`src/rtl/intc_pkg.sv`:
```
// Shared types and codes for the interrupt controller register block.
// Holds the access and result item layouts and the register offset map.
// No dependencies.
`default_nettype none

package intc_pkg;

  localparam int unsigned DataWidth = 32;

  localparam logic [1:0] MODE_IDLE  = 2'd0;
  localparam logic [1:0] MODE_READ  = 2'd1;
  localparam logic [1:0] MODE_WRITE = 2'd2;

  localparam logic [3:0] OFF_IRQ_STATUS  = 4'd0;
  localparam logic [3:0] OFF_FIQ_STATUS  = 4'd1;
  localparam logic [3:0] OFF_RAW_STATUS  = 4'd2;
  localparam logic [3:0] OFF_SELECT      = 4'd3;
  localparam logic [3:0] OFF_ENABLE      = 4'd4;
  localparam logic [3:0] OFF_ENABLE_CLR  = 4'd5;
  localparam logic [3:0] OFF_SOFT        = 4'd6;
  localparam logic [3:0] OFF_SOFT_CLR    = 4'd7;
  localparam logic [3:0] OFF_PROTECT     = 4'd8;
  localparam logic [3:0] OFF_VECTOR      = 4'd12;
  localparam logic [3:0] OFF_DEF_VECTOR  = 4'd13;

  typedef struct packed {
    logic [1:0]           mode;
    logic [3:0]           reg_offset;
    logic [DataWidth-1:0] write_data;
    logic                 privileged;
    logic [DataWidth-1:0] source_lines;
  } access_t;

  typedef struct packed {
    logic [DataWidth-1:0] read_data;
    logic                 access_blocked;
    logic                 irq_request;
    logic                 fiq_request;
  } result_t;

endpackage

`default_nettype wire

```
`src/rtl/intc_core.sv`:
```
// Register file and status logic of the interrupt controller.
// Serves one access per advance and computes the request outputs.
// Depends on intc_pkg.
`default_nettype none

module intc_core
  import intc_pkg::*;
#(
  parameter logic [DataWidth-1:0] SrcMask = 32'hFFFF_FFFF
) (
  input  wire logic    clk,
  input  wire logic    rst,
  input  wire logic    advance,
  input  access_t      item,
  output result_t      res
);

  logic [DataWidth-1:0] fast_select, fast_select_next;
  logic [DataWidth-1:0] source_enable, source_enable_next;
  logic [DataWidth-1:0] soft_request, soft_request_next;
  logic                 protect_flag, protect_flag_next;
  logic [DataWidth-1:0] default_vector, default_vector_next;

  logic [DataWidth-1:0] lines;
  logic [DataWidth-1:0] raw;
  logic [DataWidth-1:0] raw_next;
  logic [DataWidth-1:0] rdata;
  logic                 is_access;
  logic                 blocked;

  always_comb begin
    lines     = item.source_lines & SrcMask;
    raw       = lines | soft_request;
    is_access = (item.mode == MODE_READ) || (item.mode == MODE_WRITE);
    blocked   = is_access && protect_flag && !item.privileged;

    fast_select_next    = fast_select;
    source_enable_next  = source_enable;
    soft_request_next   = soft_request;
    protect_flag_next   = protect_flag;
    default_vector_next = default_vector;
    rdata               = '0;

    if (!blocked && item.mode == MODE_READ) begin
      unique case (item.reg_offset)
        OFF_IRQ_STATUS: rdata = raw & source_enable & ~fast_select;
        OFF_FIQ_STATUS: rdata = raw & source_enable & fast_select;
        OFF_RAW_STATUS: rdata = raw;
        OFF_SELECT:     rdata = fast_select;
        OFF_ENABLE:     rdata = source_enable;
        OFF_SOFT:       rdata = soft_request;
        OFF_PROTECT:    rdata = {{(DataWidth-1){1'b0}}, protect_flag};
        OFF_VECTOR:     rdata = default_vector;
        OFF_DEF_VECTOR: rdata = default_vector;
        default:        rdata = '0;
      endcase
    end

    if (!blocked && item.mode == MODE_WRITE) begin
      unique case (item.reg_offset)
        OFF_SELECT:     fast_select_next    = item.write_data & SrcMask;
        OFF_ENABLE:     source_enable_next  = item.write_data & SrcMask;
        OFF_ENABLE_CLR: source_enable_next  = source_enable & ~item.write_data;
        OFF_SOFT:       soft_request_next   = item.write_data & SrcMask;
        OFF_SOFT_CLR:   soft_request_next   = soft_request & ~item.write_data;
        OFF_PROTECT:    protect_flag_next   = item.write_data[0];
        OFF_DEF_VECTOR: default_vector_next = item.write_data;
        default:        ;
      endcase
    end

    raw_next           = lines | soft_request_next;
    res.read_data      = rdata;
    res.access_blocked = blocked;
    res.irq_request    = |(raw_next & source_enable_next & ~fast_select_next);
    res.fiq_request    = |(raw_next & source_enable_next & fast_select_next);
  end

  always_ff @(posedge clk) begin
    if (rst) begin
      fast_select    <= '0;
      source_enable  <= '0;
      soft_request   <= '0;
      protect_flag   <= 1'b0;
      default_vector <= '0;
    end else if (advance) begin
      fast_select    <= fast_select_next;
      source_enable  <= source_enable_next;
      soft_request   <= soft_request_next;
      protect_flag   <= protect_flag_next;
      default_vector <= default_vector_next;
    end
  end

  a_hold_when_idle: assert property (@(posedge clk) disable iff (rst)
    !advance |=> $stable(fast_select) && $stable(source_enable) &&
                 $stable(soft_request) && $stable(protect_flag) &&
                 $stable(default_vector))
    else $error("intc_core: state changed without an item");

  a_blocked_no_write: assert property (@(posedge clk) disable iff (rst)
    advance && blocked |=> $stable(fast_select) && $stable(source_enable) &&
                           $stable(soft_request) && $stable(protect_flag))
    else $error("intc_core: refused access changed state");

  a_blocked_zero_read: assert property (@(posedge clk) disable iff (rst)
    blocked |-> (rdata == '0))
    else $error("intc_core: refused access returned data");

  a_unimplemented_zero: assert property (@(posedge clk) disable iff (rst)
    ((fast_select | source_enable | soft_request) & ~SrcMask) == '0)
    else $error("intc_core: unimplemented source bit set");

endmodule

`default_nettype wire

```
`src/rtl/interrupt_controller_registers_unit.sv`:
```
// An accepted item waits in the access register until the core advances; its
// result is then registered. Throughput: one item per cycle; the access and
// result registers form a two-stage pipeline that stalls only when the result
// side stalls. Reset (rst, synchronous): the valid flags and core status state
// clear to zero, both pipeline stages empty. Depends on intc_pkg and intc_core.
`default_nettype none

module interrupt_controller_registers_unit
  import intc_pkg::*;
#(
  parameter int unsigned NUM_SOURCES = 32
) (
  input  wire logic clk,
  input  wire logic rst,
  input  wire logic access_valid,
  output logic      access_stall,
  input  access_t   access,
  output logic      result_valid,
  input  wire logic result_stall,
  output result_t   result
);

  localparam logic [DataWidth-1:0] SrcMask =
    DataWidth'((64'd1 << NUM_SOURCES) - 64'd1);

  logic    stage_valid;
  access_t stage_item;
  logic    advance;
  result_t core_res;

  assign advance      = stage_valid && (!result_valid || !result_stall);
  assign access_stall = stage_valid && !advance;

  always_ff @(posedge clk) begin
    if (rst) begin
      stage_valid <= 1'b0;
    end else if (!access_stall) begin
      stage_valid <= access_valid;
    end
  end

  always_ff @(posedge clk) begin
    if (!access_stall && access_valid) begin
      stage_item <= access;
    end
  end

  intc_core #(
    .SrcMask(SrcMask)
  ) u_core (
    .clk    (clk),
    .rst    (rst),
    .advance(advance),
    .item   (stage_item),
    .res    (core_res)
  );

  always_ff @(posedge clk) begin
    if (rst) begin
      result_valid <= 1'b0;
    end else if (advance) begin
      result_valid <= 1'b1;
    end else if (!result_stall) begin
      result_valid <= 1'b0;
    end
  end

  always_ff @(posedge clk) begin
    if (advance) begin
      result <= core_res;
    end
  end

endmodule

`default_nettype wire
```
`config.mk`:
```
export PLATFORM = sky130hd
export DESIGN_NAME = interrupt_controller_registers_unit
export DESIGN_NICKNAME = d
export VERILOG_FILES = /design/src/rtl/intc_pkg.sv /design/src/rtl/intc_core.sv /design/src/rtl/interrupt_controller_registers_unit.sv
export SDC_FILE = /design/constraint.sdc
export NUM_CORES = 1
export LEC_CHECK = 0
export ABC_CLOCK_PERIOD_IN_PS = 5500
export BUFFER_PORTS_ARGS = -buffer_cell sky130_fd_sc_hd__buf_2
export CAP_MARGIN = 15
export CORE_ASPECT_RATIO = 1.75
export CORE_UTILIZATION = 55
export CTS_CLUSTER_DIAMETER = 40
export DETAILED_ROUTE_END_ITERATION = 6
export PLACE_DENSITY_LB_ADDON = 0.3
export SETUP_SLACK_MARGIN = 0.1
export SYNTH_ARGS = -nofsm -noshare
export SYNTH_HDL_FRONTEND = slang
export SYNTH_SLANG_ARGS = --single-unit
```
`constraint.sdc`:
```
create_clock -name clk -period 5.5 [get_ports clk]
set_input_delay 0.55 -clock clk [delete_from_list [all_inputs] [get_ports clk]]
set_output_delay 0.55 -clock clk [all_outputs]
set_load 0.005 [all_outputs]
```
==> results.json <==
{
  "status": "complete, but fails checks",
  "violations": "DRC",
  "multi_input_comb_area_sq_um": 5750,
  "path_cells": "inv_1, ha_1, nand4b_4, buf_4, or3_1, a221oi_1, o32a_1, nand4_1, or4_1",
  "path_clk_slew_ps": 60,
  "h-tree-depth": 1,
  "place_inst": 1570,
  "setup-tns-final_ps": 0,
  "critPathKind": "reg -> reg",
  "ir_worst_vdd_mv": 0.261,
  "p_leak_nw": 4.85,
  "clock_skew_ps": 19.3,
  "avgSynthCellArea_sq_um": 9.62,
  "num-nets-final": 1384,
  "synth_top_area_frac": 0.262,
  "hold_violations": 0,
  "drv_cap": 0,
  "hpwl_um": 23800,
  "endpoint_kind": "flip-flop",
  "synth_area_leader_cell": "edfxtp_1",
  "cts_tree": "yes",
  "post-layout-total-power_mw": 4.07,
  "synth_most_common_cell": "nand2_1",
  "seqCellArea_sq_um": 5810,
  "worst_slew_pin_slew_ps": 1090,
  "yosys-top-cells-count": "146 x nand2_1, 131 x dfxtp_1, 118 x a21oi_1",
  "cts_hold_buf": 0,
  "die_h_um": 199,
  "slew_violations": 0,
  "ctsResizeCount": 0,
  "grt_pass1_wl_um": 57700,
  "numCtsBuffers": 27,
  "ant_nets": 0,
  "required_ps": 5790,
  "critPathArrivalTime_ps": 4020,
  "cts_root_buffer": "clkbuf_16",
  "first_iter_violations": 1504,
  "critical_path.top_delay_family": "simple AND/OR/NAND/NOR gates",
  "relSlewSlack": 0.270,
  "synth_area_leaders": "edfxtp_1 26%, dfxtp_1 22%, a21oi_1 4.9%, nand2_1 4.5%, mux2i_1 3.5%",
  "vias": 11100,
  "clock.fmax_ghz": 0.269,
  "port_buffers": 111,
  "netlist_area_sq_um": 12200,
  "core_area_sq_um": 21600,
  "drc": 11,
  "drt-pass1-iter-count": 7,
  "die_w_um": 114,
  "critical_path_buf_inv_count": 2,
  "drive_gt1_frac": 0.165,
  "grtUsageTotal": 0.331,
  "final_cells": 1619,
  "area_growth_syn_to_layout_pct": 12.5,
  "fillers": 1769,
  "grt_start_max_net_pins": 115,
  "cp_slowest_stage_delay_ps": 600,
  "start_util": 0.563,
  "syn-num-nets": 1341,
  "min_period_over_period": 0.677,
  "r2r-start": "stage_item[69]",
  "dieArea_sq_um": 22700,
  "place.gp.congestion": 1.02,
  "post-place-ws_ps": 1870,
  "startpoint_type": "flip-flop",
  "powerDensity_nw_per_um2": 298,
  "cts_buffer_depth": 3,
  "synth_edf_count": 106,
  "whs_ps": 160,
  "ys_ff_latch": 237,
  "synth_cell_type_count": 54,
  "viasPerCell": 6.86,
  "fin_util": 0.634,
  "setup_violations": 0,
  "grt_overflow": 0,
  "place_area_sq_um": 12700,
  "synth_warnings": 0,
  "cts_setup_buffers": 0,
  "worstHoldStart": "access[3]",
  "cts_sinks": 237,
  "design_area_sq_um": 13700,
  "fin_ws_ps": 1780,
  "period_minus_slack_ps": 3720,
  "diodes": 0,
  "synth_top_flop_cell": "dfxtp_1",
  "ios": 112,
  "antenna_found_initial": 0,
  "netlist_instances": 1264,
  "crit_fanout": 41,
  "grt_setup_unrepaired": "false",
  "wirelength_um": 37900,
  "slowest_stage": "nand4b_4",
  "crit_start": "stage_item[69]",
  "clock_latency_ps": 560,
  "grt_pass1_vias": 10400,
  "hp-class": "in -> reg",
  "std_cell_rows": 71,
  "async_reset_ff_frac": 0,
  "ys_seq_area_frac": 0.477,
  "wl_per_cell_um": 23.4
}
==> final timing paths <==
| path | to | slack, ps | cells after the start |
|---|---|---|---|
| setup reg to reg | result[1] | 1780 | 9 |
| setup / recovery | result[1] | 1780 | 9 |
| hold reg to reg | u_core.default_vector[13] | 490 | 2 |
| hold / removal | stage_item[3] | 160 | 1 |
==> where the power goes <==
part           internal, mW  total, mW  switching [mW]
clock network          1.09       1.89           0.792
registers              1.89       1.96          0.0626
logic                0.0794      0.227           0.148
==> layout make-up <==
cell class                 count  share of cell area
clock inverter                18              0.0162
inverter                      24             0.00714
multi-input combinational    885               0.420
tap                          292              0.0267
timing repair buffer         132              0.0535
clock buffer                  31              0.0520
sequential                   237               0.424
==> flip-flops by register name (all words and copies together), names as in the netlist <==
name,cells
u_core.soft_request,32
u_core.source_enable,32
result,35
result_valid,1
u_core.fast_select,32
u_core.protect_flag,1
stage_item,71
u_core.default_vector,32
stage_valid,1
==> layout by cell type, fill, tap and decap left out, types with 43 or more instances in the layout <==
master and instances:
mux2i_1 43, nand2_1 146, dfxtp_1 131, nor4_1 44, buf_2 110, nor2_1 66, a21oi_1 118, o21ai_0 64
edfxtp_1 106, o31a_1 47
==> routing by layer <==
metal | track usage | vias to the layer above | wire, um
met3 | 0.0488 | 193 | 2970
met5 | 0 | - | 0
met1 | 0.377 | 5258 | 13500
met2 | 0.567 | 718 | 18900
met4 | 0.227 | 0 | 2530
li1 | - | 4945 | -
==> kinds of logic after synthesis <==
| family | count (synthesis) | share of synthesized area |
|---|---|---|
| flops | 237 | 0.477 |
| compound gates | 419 | 0.237 |
| buf+inv | 142 | 0.0565 |
| mux | 64 | 0.0548 |
| simple gates | 367 | 0.149 |
| xor+xnor | 33 | 0.0238 |
| fa+ha+maj | 2 | 0.00206 |
No activity file was read; power rests on OpenSTA's default activity.
